$ cat src/rtl/core/tmwd_pkg.sv
// Package for the task-monitored watchdog core.
// Holds the input kind codes, configuration register indexes and field widths.
// No dependencies.
package tmwd_pkg;

  localparam int unsigned KIND_W     = 3;
  localparam int unsigned MS_W       = 16;
  localparam int unsigned ID_W       = 2;
  localparam int unsigned MASK_W     = 4;
  localparam int unsigned TIME_W     = 32;
  localparam int unsigned CNT_W      = 3;
  localparam int unsigned CFG_ADDR_W = 3;
  localparam int unsigned CFG_DATA_W = 16;
  localparam int unsigned LIMIT_REGS = 4;

  typedef enum logic [KIND_W-1:0] {
    KIND_TICK    = 3'd0,
    KIND_CHECKIN = 3'd1,
    KIND_CHECK   = 3'd2,
    KIND_FEED    = 3'd3,
    KIND_START   = 3'd4
  } kind_t;

  typedef logic [CFG_ADDR_W-1:0] cfg_addr_t;

  localparam cfg_addr_t CFG_WD_TIMEOUT  = 3'd0;
  localparam cfg_addr_t CFG_TASK_COUNT  = 3'd1;
  localparam cfg_addr_t CFG_TASK0_LIMIT = 3'd2;
  localparam cfg_addr_t CFG_TASK1_LIMIT = 3'd3;
  localparam cfg_addr_t CFG_TASK2_LIMIT = 3'd4;
  localparam cfg_addr_t CFG_TASK3_LIMIT = 3'd5;

  localparam logic [MS_W-1:0] WD_TIMEOUT_RESET = 16'd100;

endpackage

$ cat src/rtl/core/task_monitored_watchdog_core.sv
// Top level of the task-monitored watchdog core: input register, event logic,
// result register and the configuration registers.
// Depends on tmwd_pkg.

// Takes one event beat per clock while the result side is not stalled (tick,
// checkin, check, feed, start or reserved) and presents exactly one status beat
// for each, through the input register and then the result register. Sustained
// rate is one beat per cycle when not stalled: all state (time base, task
// stamps, alive flags, countdown) updates in the single cycle in which a beat
// moves from the input register to the result register. A stalled result
// holds the input register; a new beat is taken while the result register is
// emptied in the same cycle. Write configuration only while no beat is in flight.
module task_monitored_watchdog_core #(
  parameter int unsigned TASK_SLOTS = 4
) (
  input  logic                                clk,
  input  logic                                rst_n,
  input  logic                                cfg_we,
  input  logic [tmwd_pkg::CFG_ADDR_W-1:0]     cfg_index,
  input  logic [tmwd_pkg::CFG_DATA_W-1:0]     cfg_wdata,
  input  logic                                in_valid,
  output logic                                in_ready,
  input  logic [tmwd_pkg::KIND_W-1:0]         in_kind,
  input  logic [tmwd_pkg::MS_W-1:0]           in_elapsed_ms,
  input  logic [tmwd_pkg::ID_W-1:0]           in_task_id,
  output logic                                out_valid,
  input  logic                                out_ready,
  output logic                                out_all_ok,
  output logic [tmwd_pkg::MASK_W-1:0]         out_alive_mask,
  output logic                                out_fired,
  output logic [tmwd_pkg::MS_W-1:0]           out_count_left
);
  import tmwd_pkg::*;

  // configuration
  logic [MS_W-1:0]  wd_timeout_r;
  logic [CNT_W-1:0] task_count_r;
  logic [MS_W-1:0]  task_limit_r [LIMIT_REGS];

  // input register
  logic             in_v_r;
  kind_t            in_kind_r;
  logic [MS_W-1:0]  in_elapsed_r;
  logic [ID_W-1:0]  in_task_id_r;

  // state
  logic [TIME_W-1:0]     time_r, time_nxt;
  logic [TIME_W-1:0]     ckin_r [TASK_SLOTS];
  logic [TIME_W-1:0]     ckin_nxt [TASK_SLOTS];
  logic [TASK_SLOTS-1:0] alive_r, alive_nxt;
  logic [MS_W-1:0]       count_r, count_nxt;
  logic                  en_r, en_nxt;
  logic                  fired_r, fired_nxt;
  logic                  ok_nxt;

  logic [CNT_W-1:0]      n_act;
  logic [TASK_SLOTS-1:0] late;
  logic                  adv;

  assign adv      = in_v_r && (!out_valid || out_ready);
  assign in_ready = !in_v_r || adv;

  // clamp registered task count to the number of slots
  assign n_act = (task_count_r > CNT_W'(TASK_SLOTS)) ? CNT_W'(TASK_SLOTS) : task_count_r;

  always_comb begin
    logic [TIME_W-1:0] age;
    late = '0;
    for (int i = 0; i < TASK_SLOTS; i++) begin
      age     = time_r - ckin_r[i];
      late[i] = age > {{(TIME_W-MS_W){1'b0}}, task_limit_r[i]};
    end
  end

  always_comb begin
    time_nxt  = time_r;
    ckin_nxt  = ckin_r;
    alive_nxt = alive_r;
    count_nxt = count_r;
    en_nxt    = en_r;
    fired_nxt = fired_r;
    ok_nxt    = 1'b0;
    case (in_kind_r)
      KIND_TICK: begin
        time_nxt = time_r + {{(TIME_W-MS_W){1'b0}}, in_elapsed_r};
        if (en_r && !fired_r) begin
          if (count_r <= in_elapsed_r) begin
            count_nxt = '0;
            fired_nxt = 1'b1;
          end else begin
            count_nxt = count_r - in_elapsed_r;
          end
        end
      end
      KIND_CHECKIN: begin
        for (int i = 0; i < TASK_SLOTS; i++) begin
          if (in_task_id_r == ID_W'(i) && CNT_W'(i) < n_act) begin
            ckin_nxt[i]  = time_r;
            alive_nxt[i] = 1'b1;
          end
        end
      end
      KIND_CHECK: begin
        ok_nxt = 1'b1;
        for (int i = 0; i < TASK_SLOTS; i++) begin
          if (CNT_W'(i) < n_act && late[i]) begin
            alive_nxt[i] = 1'b0;
            ok_nxt       = 1'b0;
          end
        end
        if (ok_nxt && en_r) count_nxt = wd_timeout_r;
      end
      KIND_FEED: begin
        if (en_r) count_nxt = wd_timeout_r;
      end
      KIND_START: begin
        en_nxt    = 1'b1;
        fired_nxt = 1'b0;
        count_nxt = wd_timeout_r;
        for (int i = 0; i < TASK_SLOTS; i++) begin
          if (CNT_W'(i) < n_act) begin
            ckin_nxt[i]  = time_r;
            alive_nxt[i] = 1'b1;
          end
        end
      end
      default: ;
    endcase
  end

  // configuration writes
  always_ff @(posedge clk) begin
    if (!rst_n) begin
      wd_timeout_r <= WD_TIMEOUT_RESET;
      task_count_r <= '0;
      for (int i = 0; i < LIMIT_REGS; i++) task_limit_r[i] <= '0;
    end else if (cfg_we) begin
      case (cfg_index)
        CFG_WD_TIMEOUT:  wd_timeout_r    <= cfg_wdata;
        CFG_TASK_COUNT:  task_count_r    <= cfg_wdata[CNT_W-1:0];
        CFG_TASK0_LIMIT: task_limit_r[0] <= cfg_wdata;
        CFG_TASK1_LIMIT: task_limit_r[1] <= cfg_wdata;
        CFG_TASK2_LIMIT: task_limit_r[2] <= cfg_wdata;
        CFG_TASK3_LIMIT: task_limit_r[3] <= cfg_wdata;
        default: ;
      endcase
    end
  end

  // input register
  always_ff @(posedge clk) begin
    if (!rst_n) begin
      in_v_r <= 1'b0;
    end else if (in_ready) begin
      in_v_r <= in_valid;
    end
  end

  always_ff @(posedge clk) begin
    if (in_valid && in_ready) begin
      in_kind_r    <= kind_t'(in_kind);
      in_elapsed_r <= in_elapsed_ms;
      in_task_id_r <= in_task_id;
    end
  end

  // state advances once per beat moved into the result register
  always_ff @(posedge clk) begin
    if (!rst_n) begin
      time_r  <= '0;
      alive_r <= '0;
      count_r <= '0;
      en_r    <= 1'b0;
      fired_r <= 1'b0;
      for (int i = 0; i < TASK_SLOTS; i++) ckin_r[i] <= '0;
    end else if (adv) begin
      time_r  <= time_nxt;
      alive_r <= alive_nxt;
      count_r <= count_nxt;
      en_r    <= en_nxt;
      fired_r <= fired_nxt;
      for (int i = 0; i < TASK_SLOTS; i++) ckin_r[i] <= ckin_nxt[i];
    end
  end

  // result register
  always_ff @(posedge clk) begin
    if (!rst_n) begin
      out_valid <= 1'b0;
    end else if (adv) begin
      out_valid <= 1'b1;
    end else if (out_ready) begin
      out_valid <= 1'b0;
    end
  end

  always_ff @(posedge clk) begin
    if (adv) begin
      out_all_ok     <= ok_nxt;
      out_alive_mask <= MASK_W'(alive_nxt);
      out_fired      <= fired_nxt;
      out_count_left <= count_nxt;
    end
  end

  // fired stays set until a start beat passes
  assert property (@(posedge clk) disable iff (!rst_n)
    fired_r && !(adv && in_kind_r == KIND_START) |=> fired_r)
    else $error("fired flag cleared without start");

  // the watchdog can only have fired once enabled
  assert property (@(posedge clk) disable iff (!rst_n)
    fired_r |-> en_r)
    else $error("fired while watchdog disabled");

  // each result beat reports the state left by its event
  assert property (@(posedge clk) disable iff (!rst_n)
    adv |=> out_valid && out_fired == fired_r && out_count_left == count_r)
    else $error("result does not match watchdog state");

endmodule

$ cat config.mk
export PLATFORM = sky130hd
export DESIGN_NAME = task_monitored_watchdog_core
export DESIGN_NICKNAME = d
export VERILOG_FILES = /design/src/rtl/core/tmwd_pkg.sv /design/src/rtl/core/task_monitored_watchdog_core.sv
export SDC_FILE = /design/constraint.sdc
export NUM_CORES = 1
export LEC_CHECK = 0
export ABC_AREA = 1
export BUFFER_PORTS_ARGS = -buffer_cell sky130_fd_sc_hd__buf_2
export CAP_MARGIN = 15
export CELL_PAD_IN_SITES_DETAIL_PLACEMENT = 2
export CELL_PAD_IN_SITES_GLOBAL_PLACEMENT = 2
export CORE_MARGIN = 3
export CORE_UTILIZATION = 30
export CTS_BUF_LIST = sky130_fd_sc_hd__clkbuf_4 sky130_fd_sc_hd__clkbuf_8
export CTS_CLUSTER_SIZE = 20
export DETAILED_ROUTE_END_ITERATION = 8
export MAX_ROUTING_LAYER = met4
export PLACE_DENSITY_LB_ADDON = 0.1
export SYNTH_ARGS = -nofsm -noshare
export SYNTH_HDL_FRONTEND = slang
export SYNTH_SLANG_ARGS = --single-unit
$ cat constraint.sdc
create_clock -name clk -period 9 [get_ports clk]
set_input_delay 0 -clock clk [delete_from_list [all_inputs] [get_ports clk]]
set_output_delay 0 -clock clk [all_outputs]
set_load 0.01 [all_outputs]
==> reports/summary.txt <==
outcome - finished clean
cts repair resizes - 0
H-tree level count - 3
Required @ worst endpoint - 9.62 ns
TritonCTS buffer count - 68
CP max-delay cell - dfxtp_1
hold buffers post-CTS - 76
Slew headroom - 29.3%
Worst-Margin Slew - 1.05 ns
internal cell power - 2.98 mW
maximum clock path buffer count - 3
final-report setup violation count - 0
Register-to-Register Path Depth - 29
Sw Ratio - 36.9%
final worst slack - 3.68 ns
synthesized instance count - 3973
Setup crit end kind - flop
Pre-antenna DRT Iters - 5
top-count cell post-synth - nand2_1
Wirelength per Cell - 20.2 um
Hold Path Class - in2reg
largest cells by area after synthesis - nand2_1, dfxtp_1, edfxtp_1
Post-Syn Nets - 4244
die height - 296 um
Top FF cell, synth - dfxtp_1
Post-Route Setup TNS - 0 ns
Final Hold Fails - 0
Root Driver - clkbuf_8
library cells used by synthesis - 51
CORE AREA - 0.0828 mm2
Layout area overhead - 15.7%
layout cells sized above 1 - 7.52%
Seq/Total Area, Yosys - 28.8%
Combinational Power Share - 29.2%
final instance area - 0.0292 mm2
Critical Path Stages - 29
vias per cell - 4.93
die width - 296 um
worst path buffer plus inverter count - 2
fraction of registers with async set/reset - 0%
cell area power density - 161 mW/mm2
DRC errors left - 0
Starting DRT DRC Count - 1067
post-synth top area share - 16.3%
Crit path top cell by count - nand2_1
clock-pin slew on the worst setup and hold paths - 0.07 ns
largest net degree at the start of global routing - 188
minimum clock period - 5.32 ns
number of global-route vias before repair - 27708
Arr. time, crit path - 5.94 ns
mapped cell area - 0.0252 mm2
type of origin of the critical path - flop
nets - 4417
dpl cell area - 0.0269 mm2
period utilization - 59.1%
mean post-synth cell area - 6.35 um2
Worst VDD drop - 0.109 mV
WL final - 107000 um
Yosys top cell by area - nand2_1
number of synthesized flops with an enable pin - 107
Crit path max-delay family - simple AND/OR/NAND/NOR gates
port buffer count - 68
Place WS - 3.70 ns
sequential power share - 32.9%
worst reg-to-reg setup slack - 3.68 ns
Setup CP Type - reg2reg
postcts setup bufs - 0
initial antenna violation count - 9
Post-synth top cells - nand2_1, inv_1, a21oi_1
Final Wtd Congestion - 0.852
synth warn - 0
first-pass GRT wire length - 165000 um
CTS sink cnt - 310
die area - 0.0876 mm2
Worst-Skew Late Latency - 0.70 ns
Hold Crit Depth - 5
Clock Power Share - 37.9%
Final Max Tran Viols - 0
Psw - 1.74 mW
Leak Pwr - 15.2 nW
I/O pins - 69
RSZ-0062 raised after global routing - false
register bit total from synthesis - 310
detailed placer's ending HPWL - 83700 um
slowest stage delay, CP - 0.78 ns
Max Clock Freq - 0.188 GHz
Tot GR Track Use - 25.3%
floorplan row count - 105
gr ovfl total - 0
CP max FO - 16
Vias - 25982
Worst Skew - 0.0543 ns
CTS tree - built
initial core utilization - 30.5%
antenna viol nets, final - 0
maxcap violations - 0
==> placed cells by master, fill, tap and decap left out, types with 7 or more instances in the layout <==
| cell | Yosys | routed |
|---|---|---|
| o211ai_1 | 7 | 7 |
| o21bai_1 | 10 | 10 |
| a211oi_1 | 9 | 9 |
| clkinv_2 | 0 | 7 |
| clkinv_1 | 4 | 11 |
| inv_1 | 795 | 794 |
| buf_2 | 4 | 67 |
| nor3_1 | 24 | 23 |
| xnor2_1 | 14 | 14 |
| dlygate4sd3_1 | 0 | 76 |
| ha_1 | 220 | 220 |
| a21oi_1 | 355 | 355 |
| and2_1 | 12 | 12 |
| nand3b_1 | 9 | 9 |
| buf_4 | 0 | 36 |
| dfxtp_1 | 203 | 203 |
| nand4_1 | 58 | 58 |
| edfxtp_1 | 107 | 107 |
| clkbuf_8 | 0 | 77 |
| nand2_2 | 36 | 38 |
| xor2_1 | 69 | 69 |
| clkbuf_4 | 0 | 23 |
| o21ai_0 | 237 | 237 |
| inv_2 | 9 | 10 |
| nand2_1 | 1095 | 1093 |
| a31oi_1 | 11 | 11 |
| nor2_2 | 18 | 18 |
| nor2_1 | 338 | 338 |
| nand3_1 | 186 | 185 |
==> worst min-delay path: cells and delay by family <==
kind            cells  cell delay, ns
compound gates      1            0.15
buf+inv             3            0.33
simple gates        1            0.08
==> worst paths after layout <==
check                  start                  to
max                time_r[1]          count_r[5]
min                   cfg_we  task_limit_r[1][1]
max reg2reg        time_r[1]          count_r[5]
min reg2reg  task_count_r[1]     task_count_r[1]
==> per-layer routing <==
metal | part of all wire (%) | global-route usage, % | vias up
li1 | - | - | 12926
met1 | 47 | 31.8 | 12617
met2 | 48 | 42.6 | 308
met3 | 2.8 | 2.99 | 131
met4 | 2.9 | 7.63 | 0
met5 | 0 | - | -
==> logic make-up after synthesis <==
family                     Yosys count  synth area share (%)
buffers and inverters              885                  13.2
xor gates and xnor gates            83                  2.88
adders and majority gates          226                  11.4
AOI/OAI and AO/OA                  663                  13.8
DFF                                310                  28.8
and+or+nand+nor                   1806                  29.9
==> per-stage QoR <==
stage          utilization [%]  power (mW)  instances  hold slack [ns]
2_1_floorplan                -        2.50       3973           0.0989
3_3_place_gp              32.5        2.90       5070            0.176
3_5_place_dp              32.5        2.93       5070            0.179
4_1_cts                   35.3        4.79       5271           0.0226
5_1_grt                   35.3        5.05       5272           0.0982
6_report                  35.3        4.71       5275           0.0854
==> power by group through the flow <==
stage / combinational (mW) / clock [mW] / sequential (mW)
after CTS: 1.39 / 1.85 / 1.55
after floorplan: 0.940 / 0 / 1.56
after global placement: 1.32 / 0 / 1.58
after global routing: 1.59 / 1.91 / 1.56
final: 1.38 / 1.79 / 1.55
after detailed placement: 1.35 / 0 / 1.58
==> flip-flops by register name (all words and copies together) (netlist names), 4 cells and up <==
signal and count:
ckin_r 128, task_limit_r 64, time_r 32, count_r 16, in_elapsed_r 16, out_count_left 16, wd_timeout_r 16, alive_r 4
out_alive_mask 4
==> area by class of cell <==
| type | count | area, um2 |
|---|---|---|
| repair buffers | 180 | 1390 |
| clock buffers | 100 | 1230 |
| flip-flops and latches | 310 | 7280 |
| well taps | 1070 | 1340 |
| fillers | 10289 | 53600 |
| multi-input cells | 2778 | 14700 |
| clock inverters | 25 | 268 |
| diodes | 4 | 10.0 |
| inverters | 808 | 3030 |
(Power assumes the default switching activity.)
